<file path="src/spm_pkg.sv">
// Shared types and constants for the Sv32 page mapper.
// No dependencies; every other file of the block imports this package.
package spm_pkg;

   // Request beat: one mapping to install.
   typedef struct packed {
      logic [31:0] virt_addr;
      logic [31:0] phys_addr;
      logic [7:0]  perm_flags;
   } req_type;

   // Response beat: one page-table-entry write, or an error.
   typedef struct packed {
      logic [1:0]  kind;
      logic [31:0] write_addr;
      logic [31:0] write_data;
      logic [1:0]  status;
      logic        last;
   } rsp_type;

   localparam logic [1:0] KIND_NEW_TABLE = 2'd0;
   localparam logic [1:0] KIND_LEAF      = 2'd1;
   localparam logic [1:0] KIND_ERROR     = 2'd2;

   localparam logic [1:0] STATUS_OK        = 2'd0;
   localparam logic [1:0] STATUS_BAD_VIRT  = 2'd1;
   localparam logic [1:0] STATUS_BAD_PHYS  = 2'd2;
   localparam logic [1:0] STATUS_NO_PAGES  = 2'd3;

   localparam logic [1:0] CSR_ROOT_PAGE  = 2'd0;
   localparam logic [1:0] CSR_POOL_START = 2'd1;
   localparam logic [1:0] CSR_POOL_END   = 2'd2;

   localparam int CSR_DATA_W  = 21;
   localparam int ROOT_ENTRIES = 1024;
   localparam int VPN_W       = 10;
   localparam int PPN_W       = 20;

   // Datapath operation selected by the current control word.
   typedef enum logic [2:0] {
      OP_NONE,
      OP_CLEAR,
      OP_ACCEPT,
      OP_EMIT_L1,
      OP_EMIT_LEAF,
      OP_EMIT_ERR
   } op_type;

   // Jump condition of the current control word.
   typedef enum logic [2:0] {
      COND_NEVER,
      COND_ALWAYS,
      COND_CLR_BUSY,
      COND_NO_REQ,
      COND_CLASS
   } cond_type;

   // Outcome of checking a request against the root mirror; also a jump offset.
   typedef enum logic [1:0] {
      CLASS_NEW_TABLE = 2'd0,
      CLASS_MAPPED    = 2'd1,
      CLASS_ERROR     = 2'd2
   } class_type;

   typedef struct packed {
      op_type     op;
      cond_type   cond;
      logic [2:0] target;
   } uop_type;

   // Datapath status seen by the sequencer.
   typedef struct packed {
      logic      clr_busy;
      logic      out_free;
      class_type cls;
   } dp_stat_type;

endpackage

</file>
<file path="src/spm_sequencer.sv">
// Microcode sequencer: step counter, control-word ROM and jump logic.
// Depends on spm_pkg.
module spm_sequencer (
   input  logic                 clock,
   input  logic                 reset,
   input  logic                 req_valid,
   input  spm_pkg::dp_stat_type stat,
   output spm_pkg::uop_type     uop
);
   import spm_pkg::*;

   localparam logic [2:0] STEP_CLEAR = 3'd0;
   localparam logic [2:0] STEP_WAIT  = 3'd1;
   localparam logic [2:0] STEP_CHECK = 3'd2;
   localparam logic [2:0] STEP_L1    = 3'd3;
   localparam logic [2:0] STEP_LEAF  = 3'd4;
   localparam logic [2:0] STEP_ERR   = 3'd5;

   // The check step dispatches to STEP_L1 plus the request class, so the
   // three outcome steps must stay in class order.
   function automatic uop_type rom_word(input logic [2:0] step);
      uop_type w;
      w = '{op: OP_NONE, cond: COND_ALWAYS, target: STEP_WAIT};
      unique case (step)
         STEP_CLEAR: w = '{op: OP_CLEAR,     cond: COND_CLR_BUSY, target: STEP_CLEAR};
         STEP_WAIT:  w = '{op: OP_ACCEPT,    cond: COND_NO_REQ,   target: STEP_WAIT};
         STEP_CHECK: w = '{op: OP_NONE,      cond: COND_CLASS,    target: STEP_L1};
         STEP_L1:    w = '{op: OP_EMIT_L1,   cond: COND_NEVER,    target: STEP_LEAF};
         STEP_LEAF:  w = '{op: OP_EMIT_LEAF, cond: COND_ALWAYS,   target: STEP_WAIT};
         STEP_ERR:   w = '{op: OP_EMIT_ERR,  cond: COND_ALWAYS,   target: STEP_WAIT};
         default:    w = '{op: OP_NONE,      cond: COND_ALWAYS,   target: STEP_WAIT};
      endcase
      return w;
   endfunction

   logic [2:0] step_ff;
   logic [2:0] step_in;
   logic       taken;
   logic       hold;

   assign uop = rom_word(step_ff);

   always_comb begin
      case (uop.cond)
         COND_NEVER:    taken = 1'b0;
         COND_ALWAYS:   taken = 1'b1;
         COND_CLR_BUSY: taken = stat.clr_busy;
         COND_NO_REQ:   taken = !req_valid;
         COND_CLASS:    taken = 1'b1;
         default:       taken = 1'b1;
      endcase
   end

   // An emit step waits in place until the response register can take a beat.
   assign hold = (uop.op == OP_EMIT_L1 || uop.op == OP_EMIT_LEAF ||
                  uop.op == OP_EMIT_ERR) && !stat.out_free;

   always_comb begin
      if (hold) begin
         step_in = step_ff;
      end else if (uop.cond == COND_CLASS) begin
         step_in = uop.target + 3'(stat.cls);
      end else if (taken) begin
         step_in = uop.target;
      end else begin
         step_in = step_ff + 3'd1;
      end
   end

   always_ff @(posedge clock) begin
      if (reset) begin
         step_ff <= STEP_CLEAR;
      end else begin
         step_ff <= step_in;
      end
   end

endmodule

</file>
<file path="config.mk">
export PLATFORM = sky130hd
export DESIGN_NAME = spm_sequencer
export DESIGN_NICKNAME = d
export VERILOG_FILES = /design/src/spm_pkg.sv /design/src/spm_sequencer.sv
export SDC_FILE = /design/constraint.sdc
export NUM_CORES = 1
export LEC_CHECK = 0
export ABC_AREA = 1
export BUFFER_PORTS_ARGS = -buffer_cell sky130_fd_sc_hd__buf_2
export CORE_MARGIN = 4
export CORE_UTILIZATION = 35
export CTS_CLUSTER_SIZE = 12
export DETAILED_ROUTE_END_ITERATION = 10
export GPL_TIMING_DRIVEN = 0
export PLACE_DENSITY = 0.58
export SETUP_SLACK_MARGIN = 0.3
export SYNTH_ARGS = -nofsm -noshare
export SYNTH_HDL_FRONTEND = slang
export SYNTH_SLANG_ARGS = --single-unit
</file>
<file path="constraint.sdc">
create_clock -name clock -period 2.42 [get_ports clock]
set_clock_uncertainty 0.2 [all_clocks]
set_input_delay 0.242 -clock clock [delete_from_list [all_inputs] [get_ports clock]]
set_output_delay 0.242 -clock clock [all_outputs]
set_load 0.02 [all_outputs]
</file>
# Word-level counts from Yosys, hierarchy flattened
# Index checks and enable logic that the tools add are counted.
[totals]
register_bits = 3
in_bits = 7
[classes]
add_sub_neg = 2
n_eq_ne = 11
n_mux = 4
reduce_logical = 7
[op_table]
columns = ["cell", "count"]
rows = [
  ["$pmux W9 S6", 1],
  ["$eq A3 B2 Y1 const B", 5],
  ["$eq A3 B3 Y1 const B", 5],
  ["$logic_not A3 Y1", 2],
  ["$mux W3", 2],
  ["$add A3 B1 Y3 const B", 1],
  ["$add A3 B2 Y3", 1],
  ["$eq A3 B1 Y1 const B", 1],
  ["$pmux W1 S3", 1],
  ["$logic_not A1 Y1", 2],
  ["$logic_or A1 B1 Y1", 2],
  ["$logic_and A1 B1 Y1", 1],
]

# Longest topological paths before layout
[depth]
ltp_word = 6
ltp_mapped = 12
ltp_nobuf = 12

# Worst setup path after synthesis
# No wires, ideal clock.
[synth_path]
path_type = "flip-flop to flip-flop"
from = "register step_ff[0]"
to = "register step_ff[1]"
setup_time_ns = 0.070
arrival_ns = 2.429
setup_slack_ns = -0.278
path_stages_with_launch = 12
n_path_buf = 0
synth_period_minus_slack_ns = 2.698
cell_sequence = "dfxtp_1 -> inv_1 -> ha_1 -> nor2_1 -> nor2_1 -> inv_1 -> nand4_1 -> ha_1 -> inv_1 -> fa_1 -> o21a_1 -> a21oi_1"
[synth_lines]
columns = ["item", "line_no", "rtl"]
rows = [
  ["from (decl)", "spm_sequencer.sv:36", "logic [2:0] step_ff;"],
  ["from (signal assigned)", "spm_sequencer.sv:74", "step_ff <= step_in;"],
]

# Worst setup path in the final report
[layout_path]
from = "register step_ff[1]"
to = "register step_ff[1]"
[layout_between]
elab_chain_len = 6
word_cells_on_any_way = 22
cone_classes = "add/sub: 2; eq/ne: 11; mux: 4; reduce/logical: 5"
[layout_rtl]
columns = ["item", "line_no", "rtl"]
rows = [
  ["$eq A3 B3 Y1, or another cell as far along", "spm_sequencer.sv:24", "unique case (step)"],
  ["$pmux W9 S6", "spm_sequencer.sv:24", ""],
  ["$eq A3 B2 Y1, or another cell as far along", "spm_sequencer.sv:44", "case (uop.cond)"],
  ["$pmux W1 S3 / $logic_or A1 B1 Y1 (equally long branches)", "spm_sequencer.sv:44, spm_sequencer.sv:55", ""],
  ["$mux W3 / $logic_or A1 B1 Y1 (equally long branches)", "spm_sequencer.sv:63, spm_sequencer.sv:55", ""],
  ["$mux W3 / $logic_and A1 B1 Y1 (equally long branches)", "spm_sequencer.sv:61, spm_sequencer.sv:56", ""],
]
# Several ways; a longest one is shown, not always the timed one.
# A chain may end at the register's enable or synchronous reset.

==> key figures <==
Yosys
  • Post-synth top area cell: ha_1
  • Seq cells post-synth: 3
  • Register area share after synthesis: 12.97%
  • Syn_area_per_cell: 6.808 um^2
  • Most frequent cell after synthesis: inv_1
  • Top-area cell type share of the netlist area: 16.22%
  • Ys flop type: dfxtp_1
  • Yosys warns: 0
  • EDFF count, synth: 0
  • Ranking of synthesized cells by area: ha_1, dfxtp_1, inv_1
  • Synth Cell Area: 462.9 um^2
  • Post-synth ARST share: 0%
  • Commonest cells in the netlist: inv_1, nand2_1, ha_1, nand3_1, nand4_1
  • Post-synthesis cell count: 68
  • Post-synthesis cell type count: 22
  • Synth Net Count: 82

Clock network
  • CTS Buffer Depth: 2
  • CTS tree: done
  • Htree depth: 1
  • CTS Root Cell: clkbuf_4
  • Clk sink count: 3
  • Clock Pin Slew Worst Setup and Hold Paths: 0.03 ns
  • Worst skew pair latency: 0.22 ns
  • Cts hold-fix bufs: 0
  • CTS Buf Count: 3

Route
  • Residual DRC: 0
  • WL/cell: 11.08 um
  • Via density: 4.965
  • Vias: 561
  • Routed Antenna Nets: 0
  • First-pass DRT Iterations: 4
  • Final wirelength: 1.252 mm
  • Starting DRC count in detailed routing: 6

Placement
  • Post-Place Worst Slack: 0.09061 ns
  • Post-DP HPWL: 901.7 um
  • Placer Congestion: 0.7766
  • Port buffer count: 15
  • DP Cell Count: 97
  • Placed inst area: 624.3 um^2

Final layout
  • Filler cells: 120
  • Top flop regs: step_ff x3
  • Diode count: 0
  • Layout cell share with drive strength beyond 1: 57.58%
  • NumNets Final: 114
  • Finished layout cell area: 769.5 um^2
  • Area Overhead vs Synth: 66.22%
  • Finished Core Util: 65.71%
  • Number of flip-flops in the largest register: 3
  • Non-Filler Instances: 113
  • Top reg by flops: step_ff

Pwr
  • Net Sw Power: 577.1 uW
  • Clock power share: 7.4%
  • P per Cell Area: 1450 nW/um^2
  • Sw frac: 51.71%
  • VDD IR max: 655.7 uV
  • Internal Pwr Total: 539.0 uW
  • Leakage: 0.3994 nW
  • Comb power frac: 81.6%
  • Sequential Power Share: 10.9%

Floorplanning
  • Die area: 1969 um^2
  • Row Count: 12
  • Io pins: 16
  • Core ar.: 1171 um^2
  • Die Span X: 44.37 um
  • Die Span Y: 44.37 um
  • Initial core utilization: 39.53%

Critical path
  • CP Max Fanout: 5
  • Worst endpoint required time: 2.37 ns
  • CP Data Arrival Time: 2.19 ns
  • Worst setup EP type: flop
  • WS Path Type: flop to flop
  • Worst setup SP type: flop
  • Worst R2R Path Depth: 11

Timing
  • Setup Viol. Count Final: 0
  • Setup_tns: 0 ns
  • RSZ-0062 raised after global routing: yes
  • Period utilization: 92.71%
  • Fin crit period: 2.243 ns
  • Final worst slack: 0.1765 ns
  • Tightest Pin Transition: 0.2669 ns
  • Final Hold Viols: 0
  • Max Freq: 0.4457 GHz
  • Max_slew headroom: 82.07%
  • Final Max Tran Viols: 0

Global routing
  • Total gr overflow: 0
  • First-pass GRT wire length: 2.076 mm
  • Largest net degree at the start of global routing: 8
  • Aggregate global-route resource usage: 14.08%
  • Initial antenna violation count: 0
  • Vias in the first global route: 500

Status
  • Run status: finished, final reports clean

Worst hold path
  • Worst min path class: input pin to flop
  • Hold path cells: 4

Flow run
  • # Max-Cap Violations: 0
-- power by group through the flow --
stage	clock network (mW)	registers (mW)	logic, mW
4_1_cts	0.0862	0.119	0.832
5_1_grt	0.0965	0.128	1.02
3_5_place_dp	0	0.109	0.776
6_report	0.0827	0.122	0.911
2_1_floorplan	0	0.101	0.606
3_3_place_gp	0	0.108	0.774
-- area by class of cell --
class / instances / area (um^2) / area share, %
Buffer: 2 / 11.26 / 1.463
Clock buffer: 4 / 26.28 / 3.415
Inverter: 14 / 62.56 / 8.130
Multi-Input combinational cell: 49 / 417.9 / 54.31
Sequential cell: 3 / 68.82 / 8.943
Tap cell: 14 / 17.52 / 2.276
Timing Repair Buffer: 27 / 165.2 / 21.46
-- layout by cell type, fill, tap and decap left out --
cell type	netlist	final
buf_2	0	15
buf_4	1	13
inv_1	13	8
nand2_1	8	8
nand4_1	5	5
nand3_1	6	5
inv_4	0	4
nand3_2	3	4
ha_4	0	4
nand2_2	3	3
o21ai_0	3	3
clkbuf_4	0	3
nor2_4	0	2
inv_2	1	2
clkbuf_1	1	2
a22oi_1	2	2
a21oi_1	3	2
dfxtp_4	0	2
nand2_4	1	1
nor2_1	3	1
o211ai_1	1	1
nor3_1	1	1
o21bai_1	1	1
xnor2_1	1	1
o21a_1	1	1
a21oi_2	0	1
fa_2	0	1
ha_1	6	1
ha_2	0	1
dfxtp_2	0	1
-- metal layers --
| metal | GRT usage, % | share of wire (%) | wire, um | up-vias |
|---|---|---|---|---|
| li1 | - | - | - | 292 |
| met1 | 17.07 | 43 | 540 | 250 |
| met2 | 22.09 | 48 | 604 | 17 |
| met3 | 3.252 | 6.8 | 85 | 2 |
| met4 | 9.036 | 1.7 | 21 | 0 |
| met5 | 0 | 0 | 0 | - |
-- worst max-delay path, cell delays in order, from the launching register on --
cell and delay [ns]:
dfxtp_4 0.37, inv_4 0.05, ha_4 0.17, nor2_4 0.15, nor2_4 0.05, inv_2 0.05
nand4_1 0.11, ha_2 0.22, inv_2 0.05, fa_2 0.42, o21a_1 0.21, a21oi_2 0.12
-- path summary, 6_finish.rpt --
path | from | end | slack [ns]
max reg2reg | step_ff[1] | step_ff[1] | 0.18
min | reset | step_ff[0] | 0.09
max | step_ff[1] | step_ff[1] | 0.18
min reg2reg | step_ff[2] | step_ff[2] | 0.40
-- cell families (layout without fill, tap and decap cells) --
group / Yosys count / after routing / share of synthesized area, %
flip-flops: 3 / 3 / 12.97
buffers and inverters: 16 / 47 / 13.78
adder cells (fa/ha/maj): 7 / 7 / 20.54
AO/OA/AOI/OAI: 11 / 11 / 14.59
AND/OR/NAND/NOR: 30 / 30 / 36.22
XOR/XNOR: 1 / 1 / 1.892
-- metrics by stage --
step / total power [mW] / hold WS, ns
after floorplan: 0.7071 / 0.2075
after global placement: 0.8825 / 0.3124
after detailed placement: 0.8844 / 0.3136
after CTS: 1.037 / 0.07802
after global routing: 1.240 / 0.09993
final: 1.116 / 0.08752
-- what timing repair did --
action	4_1_cts	5_1_grt
endpoints found under the setup margin	2	2
buffers inserted	4	8
pin swaps	7	10
resized for setup	4	3
Note: power is estimated with default switching activity, not from simulation.
